==> src/rtl/assert_macros.svh <==
// ----------------------------------------------------------------------------
// assert_macros.svh
// Concurrent assertion wrappers, clocked on clk_i and disabled in reset.
// ----------------------------------------------------------------------------
`ifndef ASSERT_MACROS_SVH
`define ASSERT_MACROS_SVH

// Property must hold at every rising edge out of reset
`define ASSERT_HOLDS(lbl, prop) \
  lbl: assert property (@(posedge clk_i) disable iff (!rst_ni) (prop)) \
    else $error("assertion failed");

// Condition must never be true out of reset
`define ASSERT_NEVER(lbl, cond) \
  lbl: assert property (@(posedge clk_i) disable iff (!rst_ni) !(cond)) \
    else $error("forbidden condition seen");

`endif

==> src/rtl/ile_pkg.sv <==
// ----------------------------------------------------------------------------
// ile_pkg
// Shared types and codes of the indexed list engine.
// ----------------------------------------------------------------------------
package ile_pkg;

  localparam int DATA_W     = 32;
  localparam int KIND_W     = 3;
  localparam int POS_W      = 6;
  localparam int STATUS_W   = 2;
  localparam int CAP_DEF    = 32;
  localparam int CAP_MAX    = 64;
  // Width of a count or position on the broadcast bus, sized for the largest list
  localparam int CNT_MAX_W  = $clog2(CAP_MAX + 1);

  typedef enum logic [KIND_W-1:0] {
    KIND_APPEND = 3'd0,
    KIND_ADD    = 3'd1,
    KIND_POP    = 3'd2,
    KIND_DUMP   = 3'd3,
    KIND_INSERT = 3'd4
  } kind_e;

  typedef enum logic [STATUS_W-1:0] {
    STATUS_OK     = 2'd0,
    STATUS_EMPTY  = 2'd1,
    STATUS_BADPOS = 2'd2,
    STATUS_FULL   = 2'd3
  } status_e;

  typedef enum logic [2:0] {
    CELL_HOLD,
    CELL_APPEND,
    CELL_ADD,
    CELL_INSERT,
    CELL_ROTATE
  } cell_op_e;

  // Command broadcast to every cell of the chain
  typedef struct packed {
    cell_op_e               op;
    logic [DATA_W-1:0]      value;
    logic [CNT_MAX_W-1:0]   pos;
    logic [CNT_MAX_W-1:0]   cnt;
  } cell_ctl_t;

endpackage

==> src/rtl/ile_cell.sv <==
// ----------------------------------------------------------------------------
// ile_cell
// One list slot: holds an element and updates it from the broadcast command,
// its left or right neighbor, or the head of the chain.
// ----------------------------------------------------------------------------
module ile_cell
  import ile_pkg::*;
#(
  parameter int IDX = 0
) (
  input  logic              clk_i,
  input  cell_ctl_t         ctl_i,
  input  logic [DATA_W-1:0] left_i,
  input  logic [DATA_W-1:0] right_i,
  input  logic [DATA_W-1:0] head_i,
  output logic [DATA_W-1:0] elem_o
);

  localparam logic [CNT_MAX_W-1:0] Idx     = CNT_MAX_W'(IDX);
  localparam logic [CNT_MAX_W-1:0] IdxNext = CNT_MAX_W'(IDX + 1);

  logic [DATA_W-1:0] elem_q, elem_d;

  // Select the next element value
  always_comb begin
    elem_d = elem_q;
    case (ctl_i.op)
      CELL_APPEND: begin
        if (Idx == ctl_i.cnt) elem_d = ctl_i.value;
      end
      CELL_ADD: begin
        if (Idx < ctl_i.cnt) elem_d = elem_q + ctl_i.value;
      end
      CELL_INSERT: begin
        if (Idx == ctl_i.pos) begin
          elem_d = ctl_i.value;
        end else if (Idx > ctl_i.pos && Idx <= ctl_i.cnt) begin
          elem_d = left_i;
        end
      end
      CELL_ROTATE: begin
        // Wrap the head into the last held slot, shift the rest down
        if (IdxNext == ctl_i.cnt) begin
          elem_d = head_i;
        end else if (Idx < ctl_i.cnt) begin
          elem_d = right_i;
        end
      end
      default: elem_d = elem_q;
    endcase
  end

  always_ff @(posedge clk_i) begin
    elem_q <= elem_d;
  end

  assign elem_o = elem_q;

endmodule

==> config.mk <==
export PLATFORM = sky130hd
export DESIGN_NAME = ile_cell
export DESIGN_NICKNAME = d
export VERILOG_FILES = /design/src/rtl/assert_macros.svh /design/src/rtl/ile_pkg.sv /design/src/rtl/ile_cell.sv
export SDC_FILE = /design/constraint.sdc
export NUM_CORES = 1
export LEC_CHECK = 0
export BUFFER_PORTS_ARGS = -buffer_cell sky130_fd_sc_hd__buf_2
export CAP_MARGIN = 20
export CORE_UTILIZATION = 45
export CTS_BUF_LIST = sky130_fd_sc_hd__clkbuf_8 sky130_fd_sc_hd__clkbuf_16
export DETAILED_ROUTE_END_ITERATION = 10
export PLACE_DENSITY_LB_ADDON = 0.08
export SLEW_MARGIN = 20
export SYNTH_ARGS = -nofsm -noshare
export SYNTH_HDL_FRONTEND = slang
export SYNTH_SLANG_ARGS = --single-unit
==> constraint.sdc <==
create_clock -name clk_i -period 8.4 [get_ports clk_i]
set_input_delay 1.26 -clock clk_i [delete_from_list [all_inputs] [get_ports clk_i]]
set_output_delay 1.26 -clock clk_i [all_outputs]
set_load 0.005 [all_outputs]
Yosys cells after proc, flatten, opt, wreduce, memory -nomap -nowiden
Cells that the tools add are included.
{"block": "classes", "reduce_logical": 5, "n_eq_ne": 9, "add_sub_neg": 1, "n_lt_le_gt_ge": 3, "muxes": 7}
{"op": "$mux W32", "count": 6}
{"op": "$pmux W32 S4", "count": 1}
{"op": "$add A32 B32 Y32", "count": 1}
{"op": "$logic_not A7 Y1", "count": 2}
{"op": "$eq A1 B7 Y1 const A", "count": 1}
{"op": "$gt A1 B7 Y1 const A", "count": 1}
{"op": "$le A1 B7 Y1 const A", "count": 1}
{"op": "$lt A1 B7 Y1 const A", "count": 1}
{"op": "$eq A3 B2 Y1 const B", "count": 2}
{"op": "$ne A3 B3 Y1 const B", "count": 2}
{"op": "$reduce_and A5 Y1", "count": 1}
{"op": "$ne A2 B2 Y1 const B", "count": 2}
{"op": "$reduce_bool A4 Y1", "count": 1}
{"op": "$eq A3 B1 Y1 const B", "count": 1}
{"op": "$eq A3 B3 Y1 const B", "count": 1}
{"op": "$logic_and A1 B1 Y1", "count": 1}
{"block": "totals", "regBits": 32, "output_inout_bits": 32, "elab_cells": 26, "in_bits": 146}

Longest topological paths before layout
Gate-level depths: netlist of the first run.
{"block": "depth", "word_depth": 5, "depth_mapped": 11}

Worst setup path after synthesis of the first run
OpenSTA, ideal clock, no wires.
{"block": "synth_path", "path_type": "input-to-reg", "start": "in ctl_i[46] in the netlist's numbering", "end": "reg elem_q[0] (netlist: elem_o[0]) (enable)", "required_ps": 7934, "arrival_time_ps": 4064, "stages": 4, "path_slack_ps": 3870, "cell_sequence": "nor2_1 > nand2_1 > clkbuf_1 > o21ai_0"}
{"block": "synth_via", "elab_chain_cells": 3, "elab_cells_between_ends": 10, "classes_between": "8 x eq/ne; 2 x reduce/logical"}
{"item": "start: declaration", "line_no": "ile_cell.sv:12", "rtl": "input cell_ctl_t ctl_i,"}
{"item": "$eq A3 B3 Y1 (tied with other cells)", "line_no": "ile_cell.sv:27", "rtl": "case (ctl_i.op)"}
{"item": "$ne A3 B3 Y1 (no source line) (tied with other cells)"}
{"item": "$reduce_and A5 Y1 (no source line) (*)"}
{"item": "end signal: assignment", "line_no": "ile_cell.sv:54", "rtl": "elem_q <= elem_d;"}
{"item": "end: declaration", "line_no": "ile_cell.sv:22", "rtl": "logic [DATA_W-1:0] elem_q, elem_d;"}
Every way passes the cells marked *; elsewhere a longest branch is shown, timed or not.
A chain may end at the register's enable or synchronous reset.

Worst setup path in the final report of the first run
{"block": "layout_path", "start": "in ctl_i[3] in the netlist's numbering", "end": "reg elem_q[4] (netlist: elem_o[4]), data pin"}
{"block": "layout_via", "elab_chain_cells": 3}
{"item": "$eq A1 B7 Y1", "line_no": "ile_cell.sv:43", "rtl": "if (IdxNext == ctl_i.cnt) begin"}
{"item": "$mux W32", "line_no": "ile_cell.sv:43"}
{"item": "$pmux W32 S4", "line_no": "ile_cell.sv:27"}
{"item": "via elem_d[4]", "line_no": "ile_cell.sv:22"}
The timed path passes the listed nets, and every way through them passes these cells.

==> metrics, run 1 <==
max_cap viols=0; Post-CTS Setup Bufs=0; Die Width=approximately 96 microns; DRC violations left=0; Finished Cell Area=4970 sq um; CTS Root Cell=clkbuf_8; DRT iter0 DRCs=242; Detailed Routing Iterations Pass 1=5; grt ovf=0; cts hold-fix bufs=0; Starting Density=between 40% and 50%; Synth Net Count=670; routed len/inst=17.0 microns; status=complete, no violations; crit-path max cell delay=about 0.67 ns; #FFs+latches synth=32; Clock Tree Buf Depth=2; WP buf/inv=2; Final Max Tran Viols=0; RSZ-0062 raised after global routing=false; synth unique cells=63; final WL=12900 microns; Tcrit/Tclk final=44.1%; die area=9130 sq um; Die Height=95.6 microns; Placeable Area=between 8000 and 9000 sq um; Synth warnings=0; # setup viols final=0; port bufs=177; CP Launch Type=primary input; leak pwr=2.22 nW; Clk pin slew, worst setup/hold paths=0.08 ns; critical path class=primary input to register; clk sinks=32; Mapped Cells=492; Top delay family on crit path=simple AND/OR/NAND/NOR gates; first-pass GRT wire length=20100 microns; fraction of layout cells with a size suffix above 1=approximately a third; crit end category=register; EDFF count, synth=32; ANT nets after route=0; Area after DPL=between 4000 and 5000 sq um; ranking of synthesized cells by area=edfxtp_1 (24%), ha_1 (9.8%), nand2_1 (8.8%); worst-path fanout max=17; CTS tree=built; crit path cell chain=buf_2, or4_1, nor3_1, and2_1, buf_4, mux2i_1, o22ai_1, a221o_1; routed vias/inst=5.86; count of final hold-check violations=0; Synth async-reset ratio=0%; WP data required=8.45 ns; post_cts resized=0; Rows=33; Synth Cell Area=approximately 3900 sq um; Clock Skew=0.00483 ns; Hold Path Class=register to register; largest area contributor in the netlist=edfxtp_1; Max IR drop VDD=0.0627 mV; vias=4456; DP HPWL=9970 microns; CP arrival=3.75 ns; post-synth top area share=24.4%; CTS H-tree depth=2; largest net degree at the start of global routing=33; IO Count=around 180; Main synth FF type=edfxtp_1; clock latency at the later pin of the worst-skew pair=0.29 ns; Layout area overhead=26.3%; gpl congestion=0.876; number of CTS-inserted buffers=5; vias in the first global route=4211; setup TNS=0 ns; Final Critical Period=3.71 ns; worst-margin pin slew=roughly 1.0 ns; initial antenna violation count=1; P per Cell Area=123 nW/um^2; Max Fclk=0.270 GHz; post-synthesis sequential area ratio=around a quarter; gr usage total=28.8%; worst rel slew slack=33.0%; number of flip-flops in the largest register=32; Mean Syn Cell Area=8.01 sq um; critical path's slowest cell=and2_1; nets=831
## tightest hold or removal path: cells and delay by family, from the launching register on
kind	cells	cell delay, ns
flip-flops	1	0.39
AO/OA/AOI/OAI	2	0.16
adder cells (fa/ha/maj)	1	0.14
## layout make-up
type	instances	area (sq um)
fillers	836	3370
flip-flops and latches	32	961
clock inverters	3	13.8
repair buffers	181	936
clock buffers	5	68.8
well taps	105	131
diodes	1	2.50
multi-input cells	425	2830
inverters	8	30.0
## cell usage in the layout (no fill, tap or decap), drive strengths merged, types with 5 or more instances in the layout
cell type / Yosys / final
buf: 17 / 181
nand2: 92 / 92
a21oi: 58 / 58
o21ai: 47 / 47
edfxtp: 32 / 32
ha: 31 / 31
nor2: 23 / 23
a221oi: 19 / 19
xnor2: 18 / 18
mux2i: 11 / 11
xor2: 11 / 11
a31oi: 11 / 11
a21o: 9 / 9
inv: 8 / 8
nand2b: 8 / 8
nand3: 7 / 7
or2: 6 / 6
nand4: 6 / 6
and2: 6 / 6
o21a: 5 / 5
clkbuf: 10 / 5
o211ai: 5 / 5
## cell families (layout without fill, tap and decap cells)
kind of cell	Yosys count	in the layout	synth area share, %
other cells	0	1	0
mux	12	12	3.08
buf+inv	35	197	4.32
flops	32	32	24.4
compound gates	186	186	32.2
fa+ha+maj	32	32	10.4
xor+xnor	29	29	6.45
simple gates	166	166	19.2
## metrics by stage
stage                     std cells  power, W  setup slack [ns]  util, %  hold slack [ns]
after floorplan                 492  0.000394              3.87        -            0.684
after global placement          750  0.000480              4.47     58.3            0.745
after detailed placement        750  0.000485              4.38     58.3            0.762
after CTS                       758  0.000608              4.70     59.3            0.781
after global routing            760  0.000650              4.48     59.6            0.809
final                           760  0.000610              4.69     59.6            0.792
## report_power, final
| part | total [W] | internal, W | switching, W |
|---|---|---|---|
| Sequential | 0.000202 | 0.000194 | 0.00000774 |
| Clock | 0.000122 | 0.0000564 | 0.0000659 |
| Combinational | 0.000286 | 0.000130 | 0.000156 |
| Total | 0.000610 | 0.000380 | 0.000230 |
## routing by layer
metal | up-vias | GRT usage, % | part of all wire [%]
met1 | 2037 | 38.2 | 43
met5 | - | 0 | 0
li1 | 2174 | - | -
met4 | 0 | 9.58 | 2.0
met3 | 19 | 4.07 | 8.3
met2 | 226 | 47.9 | 47
## cell usage after synthesis (3+ instances only)
cell type and count:
nor2b_1 3, nor2_1 23, a21oi_1 58, nand2_1 92, inv_1 8, edfxtp_1 32, and3_1 3, nor3_1 3
a31oi_1 11, xor2_1 11, a221oi_1 18, nand3_1 7, buf_2 12, xnor2_1 18, buf_4 4, o22ai_1 3
o21ai_1 10, or2_2 6, o21a_1 5, a222oi_1 3, a21o_1 9, nand4_1 6, a211oi_2 3, clkbuf_1 9
mux2i_1 11, nand2b_1 8, o211ai_1 3, o21ai_0 35, o21bai_1 3, and2_1 6, ha_1 31
## worst paths after layout
| check | start | endpoint | slack [ns] | depth (start not counted) |
|---|---|---|---|---|
| worst max register to register | elem_o[0]$_DFFE_PP_ | elem_o[30]$_DFFE_PP_ | 5.40 | 11 |
| worst min-delay path | elem_o[0]$_DFFE_PP_ | elem_o[0]$_DFFE_PP_ | 0.79 | 3 |
| worst max-delay path | ctl_i[3] | elem_o[4]$_DFFE_PP_ | 4.69 | 8 |
| worst min register to register | elem_o[0]$_DFFE_PP_ | elem_o[0]$_DFFE_PP_ | 0.79 | 3 |
(Power assumes the default switching activity.)
==> run 2: changes to the inputs <==
--- a/config.mk
+++ b/config.mk
@@ -5,6 +5,7 @@
 export SDC_FILE = /design/constraint.sdc
 export NUM_CORES = 1
 export LEC_CHECK = 0
+export ABC_AREA = 1
 export BUFFER_PORTS_ARGS = -buffer_cell sky130_fd_sc_hd__buf_2
 export CAP_MARGIN = 20
 export CORE_UTILIZATION = 45
==> constraint.sdc (replaced) <==
create_clock -name clk_i -period 3.81 [get_ports clk_i]
set_input_delay 0.5715 -clock clk_i [delete_from_list [all_inputs] [get_ports clk_i]]
set_output_delay 0.5715 -clock clk_i [all_outputs]
set_load 0.005 [all_outputs]
==> run 2 against run 1 <==
First-iteration DRC count increased by 68%. Worst hold slack got worse by 0.23 ns. Sequential cell count unchanged. Critical path depth decreased by 1. Via count increased by 29%. Die area increased by 23%. Core utilization decreased by 2.4 points. Sequential share of layout area decreased by 3.2 points. Largest power group unchanged.
==> metrics, run 2 <==
die area=11300 sq um (was 9130 sq um); critical path class=primary input to register (unchanged); ANT nets after route=0 (unchanged); Rows=37 (was 33); final WL=15900 microns (was 12900 microns); grt ovf=0 (unchanged); synth unique cells=37 (was 63); Layout area overhead=22.2% (was 26.3%); Die Height=106 microns (was 95.6 microns); number of flip-flops in the largest register=32 (unchanged); gr usage total=28.1% (was 28.8%); Synth warnings=0 (unchanged); Top delay family on crit path=simple AND/OR/NAND/NOR gates (unchanged); gpl congestion=0.904 (was 0.876); DP HPWL=13400 microns (was 9970 microns); WP data required=3.80 ns (was 8.45 ns); DRC violations left=0 (unchanged); DRT iter0 DRCs=407 (was 242); post-synth top area share=25.4% (was 24.4%); fraction of layout cells with a size suffix above 1=20.2% (was 32.6%); #FFs+latches synth=32 (unchanged); CTS H-tree depth=2 (unchanged); worst-path fanout max=18 (was 17); WP buf/inv=3 (was 2); # setup viols final=0 (unchanged); Starting Density=46.9% (was 47.2%); first-pass GRT wire length=25100 microns (was 20100 microns); Synth Cell Area=4880 sq um (was 3940 sq um); Final Hold Slack=0.567 ns (was 0.792 ns); Die Width=106 microns (was 95.6 microns); crit-path max cell delay=0.56 ns (was 0.67 ns); largest net degree at the start of global routing=36 (was 33); clk sinks=32 (unchanged); EDFF count, synth=32 (unchanged); commonest non-fill, non-tap cell in the layout=nand2_1 (was buf_2); count of final hold-check violations=0 (unchanged); Clock Tree Buf Depth=2 (unchanged); placed cells=1170 (was 750); CP Launch Type=primary input (unchanged); status=complete, no violations (unchanged); vias=5751 (was 4456); Max IR drop VDD=0.140 mV (was 0.0627 mV); Final Max Tran Viols=0 (unchanged); Hold Path Class=primary input to register (was register to register); worst rel slew slack=62.0% (was 33.0%); fin cells=1177 (was 760); leak pwr=3.48 nW (was 2.22 nW); Mean Syn Cell Area=5.61 sq um (was 8.01 sq um); critical path's slowest cell=a211oi_4 (was and2_1); worst-margin pin slew=0.568 ns (was 1.00 ns); post_cts resized=0 (unchanged); routed len/inst=13.5 microns (was 17.0 microns); IO Count=178 (unchanged); largest area contributor in the netlist=nand2_1 (was edfxtp_1); Tcrit/Tclk final=64.4%; vias in the first global route=5149 (was 4211); P per Cell Area=242 nW/um^2 (was 123 nW/um^2); clock latency at the later pin of the worst-skew pair=0.29 ns (about the same); commonest cells after routing, fill and taps aside=nand2_1 (330), buf_2 (177), inv_1 (164) (was buf_2 (177), nand2_1 (91), a21oi_1 (58)); Max Fclk=0.408 GHz; Detailed Routing Iterations Pass 1=4 (was 5); Diodes inserted=0 (was 1); port bufs=177 (unchanged); ranking of synthesized cells by area=nand2_1 (25%), edfxtp_1 (20%), inv_1 (13%) (was edfxtp_1 (24%), ha_1 (9.8%), nand2_1 (8.8%)); routed vias/inst=4.89 (was 5.86); Main synth FF type=edfxtp_1 (unchanged); initial antenna violation count=0 (was 1); Tot Pwr=0.00145 W (was 0.000610 W); Synth Net Count=1048 (was 670); setup TNS=0 ns (unchanged); Placeable Area=10400 sq um (was 8340 sq um); most frequent cell after synthesis=nand2_1 (unchanged); crit path cell chain=buf_2, nor3_2, nand3_2, nand2_1, inv_2, a211oi_4, buf_4 (was buf_2, or4_1, nor3_1, and2_1, buf_4, mux2i_1, o22ai_1, a221o_1); Post-CTS Setup Bufs=0 (unchanged); max_cap viols=0 (unchanged); CTS Root Cell=clkbuf_8 (unchanged); Final Critical Period=approximately 2.5 ns; RSZ-0062 raised after global routing=false (unchanged); CTS tree=built (unchanged); cts hold-fix bufs=0 (unchanged); Clk pin slew, worst setup/hold paths=0.08 ns (about the same); R2R Setup Slk=1.41 ns (was 5.40 ns); post-synthesis sequential area ratio=19.7% (was 24.4%); nets=1219 (was 831); number of CTS-inserted buffers=5 (unchanged); crit end category=register (unchanged); commonest cells in the netlist=nand2_1 (330), inv_1 (163), nor2_1 (70) (was nand2_1 (92), a21oi_1 (58), o21ai_0 (35)); CP arrival=2.45 ns (was 3.75 ns); Synth async-reset ratio=0% (unchanged); Mapped Cells=870 (was 492); Final Core Density=57.3% (was 59.6%); Clock Skew=0.0125 ns (was 0.00483 ns)
==> run 2: changes by cell type after synthesis, moves of 11 or more <==
cell and delta:
nand2_1 +238, nor2_1 +47, xnor2_1 -18, nand3_1 +60
a221oi_1 -18, a21oi_1 -26, mux2i_1 -11, a31oi_1 -11
inv_1 +155
==> run 2: final cells by class <==
class | count | area [sq um]
Fill cell | 1157 | 4450
Multi-Input combinational cell | 652 | 3200
Sequential cell | 32 | 961
Timing Repair Buffer | 182 | 923
Inverter | 168 | 631
Tap cell | 136 | 170
Clock buffer | 5 | 68.8
Clock inverter | 2 | 8.76
==> run 2: layer usage <==
layer	wire [microns]	track usage [%]	part of all wire [%]	vias up
met3	1170	4.72	7.4	12
li1	-	-	-	3079
met4	161	4.76	1.0	0
met2	6660	44.3	42	205
met1	7870	40.5	50	2455
met5	0	0	0	-
==> run 2: power by group <==
group / internal [W] / leakage, nW / total (W) / switching (W)
Clock: 0.000122 / 0.0452 / 0.000257 / 0.000135
Combinational: 0.000281 / 3.13 / 0.000730 / 0.000449
Sequential: 0.000436 / 0.307 / 0.000458 / 0.0000225
Total: 0.000839 / 3.48 / 0.00145 / 0.000607
==> run 2: cells by family (layout without fill, tap and decap cells) <==
| kind of cell | Yosys count | in the layout | synth area share, % |
|---|---|---|---|
| AOI/OAI and AO/OA | 106 | 106 | 12.3 |
| xor gates and xnor gates | 7 | 7 | 1.26 |
| adders and majority gates | 32 | 32 | 8.35 |
| buffers and inverters | 186 | 357 | 15.0 |
| DFF | 32 | 32 | 19.7 |
| and+or+nand+nor | 507 | 507 | 43.4 |
==> run 2: worst paths after layout <==
| check | from | depth (start not counted) | to |
|---|---|---|---|
| setup / recovery | ctl_i[7] | 7 | elem_o[13]$_DFFE_PP_ |
| setup reg to reg | elem_o[0]$_DFFE_PP_ | 13 | elem_o[28]$_DFFE_PP_ |
| hold reg to reg | elem_o[0]$_DFFE_PP_ | 3 | elem_o[0]$_DFFE_PP_ |
| hold / removal | left_i[3] | 3 | elem_o[3]$_DFFE_PP_ |
==> run 2: per-stage QoR <==
stage | worst slack (ns) | instance area [sq um]
final | 1.36 | 5970
after global routing | 1.18 | 5970
after CTS | 1.34 | 5970
after detailed placement | 1.03 | 5890
after global placement | 1.08 | 5890
after floorplan | 0.777 | 4890
==> run 2: tightest hold or removal path, delay by kind of cell <==
family,cells,cell delay (ns)
buffers and inverters,1,0.07
AND/OR/NAND/NOR,2,0.11
==> run 3: changes to the inputs <==
==> constraint.sdc (replaced) <==
create_clock -name clk_i -period 2.1 [get_ports clk_i]
set_input_delay 0.315 -clock clk_i [delete_from_list [all_inputs] [get_ports clk_i]]
set_output_delay 0.315 -clock clk_i [all_outputs]
set_load 0.005 [all_outputs]
==> run 3 against run 2 <==
Critical path depth is 4 higher. Setup slack got worse by 1.3 ns. Sequential cell count unchanged. Core utilization up 6.3 points. Cell count grew 3.1%. Worst hold slack worse by 0.26 ns. Power rose by 100%. Largest power group unchanged. Highest routed layer unchanged.
==> metrics, run 3 (synthesis results as in run 2) <==
cts hold-fix bufs=0 (unchanged); critical path class=register to register (was primary input to register); CTS tree=built (unchanged); port bufs=177 (unchanged); max_cap viols=0 (unchanged); initial antenna violation count=0 (unchanged); CTS H-tree depth=2 (unchanged); setup TNS=0 ns (unchanged); DRC violations left=0 (unchanged); worst rel slew slack=70.9% (was 62.0%); DRT iter0 DRCs=342 (was 407); fin cells=1214 (was 1177); CTS Root Cell=clkbuf_8 (unchanged); Rows=37 (unchanged); die area=11300 sq um (unchanged); count of final hold-check violations=0 (unchanged); Starting Density=46.9% (unchanged); largest net degree at the start of global routing=33 (was 36); Diodes inserted=0 (unchanged); Tcrit/Tclk final=98.0%; gr usage total=29.5% (was 28.1%); clock latency at the later pin of the worst-skew pair=0.30 ns (was 0.29 ns); Clock Tree Buf Depth=2 (unchanged); ANT nets after route=0 (unchanged); # setup viols final=0 (unchanged); Max IR drop VDD=0.279 mV (was 0.140 mV); commonest cells after routing, fill and taps aside=nand2_1 (318), buf_2 (177), inv_1 (164) (was nand2_1 (330), buf_2 (177), inv_1 (164)); final WL=17100 microns (was 15900 microns); vias=6122 (was 5751); Detailed Routing Iterations Pass 1=7 (was 4); gpl congestion=0.919 (was 0.904); IO Count=178 (unchanged); routed vias/inst=5.04 (was 4.89); commonest non-fill, non-tap cell in the layout=nand2_1 (unchanged); Die Width=106 microns (unchanged); DP HPWL=13600 microns (was 13400 microns); Final Max Tran Viols=0 (unchanged); clk sinks=32 (unchanged); first-pass GRT wire length=26400 microns (was 25100 microns); Layout area overhead=35.6% (was 22.2%); worst-path fanout max=4 (was 18); Max Fclk=0.486 GHz; leak pwr=3.67 nW (was 3.48 nW); worst-margin pin slew=0.432 ns (was 0.568 ns); CP arrival=2.10 ns (was 2.45 ns); number of CTS-inserted buffers=5 (unchanged); Final Critical Period=2.06 ns; Hold Path Class=primary input to register (unchanged); placed cells=1200 (was 1170); routed len/inst=14.1 microns (was 13.5 microns); fraction of layout cells with a size suffix above 1=28.5% (was 20.2%); number of flip-flops in the largest register=32 (unchanged); DP Worst Slack=-0.132 ns (was 1.03 ns); Clock Skew=0.0127 ns (was 0.0125 ns); nets=1255 (was 1219); Clk pin slew, worst setup/hold paths=0.08 ns (about the same); WP data required=2.14 ns (was 3.80 ns); status=complete, no violations (unchanged); Final WS setup=0.0415 ns (was 1.36 ns); grt ovf=0 (unchanged); crit end category=register (unchanged); Die Height=106 microns (unchanged); P per Cell Area=442 nW/um^2 (was 242 nW/um^2); vias in the first global route=5610 (was 5149); CP Launch Type=register (was primary input); Placeable Area=10400 sq um (unchanged)
run 3: area by class of cell:
class,count,area (sq um)
fillers,1079,3790
multi-input cells,652,3570
repair buffers,218,1210
flip-flops and latches,32,961
inverters,168,631
well taps,136,170
clock buffers,5,68.8
clock inverters,3,11.3
run 3: critical path, stage by stage, from the launching register on:
cell and delay [ns]:
edfxtp_1 0.41, ha_2 0.21, inv_1 0.06, fa_2 0.18, inv_2 0.05, nand3_1 0.09
nand3_2 0.12, nand3_2 0.09, nand3_2 0.11, or2_2 0.30, nand3_2 0.08, nand4_1 0.09
run 3: timing repair:
action	4_1_cts	5_1_grt
endpoints found under the setup margin	6	25
resized for setup	3	67
setup buffers	0	6
pin swaps	0	7
run 3: metal layers:
metal | track usage, % | share of wire (%) | up-vias
met5 | 0 | 0 | -
met4 | 6.75 | 1.6 | 0
met3 | 4.17 | 8.7 | 19
met2 | 46.2 | 44 | 247
met1 | 42.4 | 46 | 2697
li1 | - | - | 3159
run 3: power by group:
part           switching [W]  internal (W)
clock network       0.000281      0.000222
registers          0.0000509      0.000791
logic               0.000903      0.000680
run 3: final timing paths:
kind / depth (start not counted) / to / slack, ns / from
max: 11 / elem_o[12]$_DFFE_PP_ / 0.04 / elem_o[0]$_DFFE_PP_
min: 3 / elem_o[0]$_DFFE_PP_ / 0.31 / left_i[0]
max reg2reg: 11 / elem_o[12]$_DFFE_PP_ / 0.04 / elem_o[0]$_DFFE_PP_
min reg2reg: 3 / elem_o[0]$_DFFE_PP_ / 0.77 / elem_o[0]$_DFFE_PP_
run 3: stage by stage:
stage / total power (W) / instance area (sq um) / hold WS [ns] / util (%)
CTS: 0.00275 / 6220 / 0.305 / 59.7
global route: 0.00314 / 6620 / 0.322 / 63.6
finish: 0.00293 / 6620 / 0.310 / 63.6
global placement: 0.00223 / 6130 / 0.614 / 58.9
detailed placement: 0.00224 / 6130 / 0.613 / 58.9
floorplan: 0.00170 / 4910 / 0.518 / -
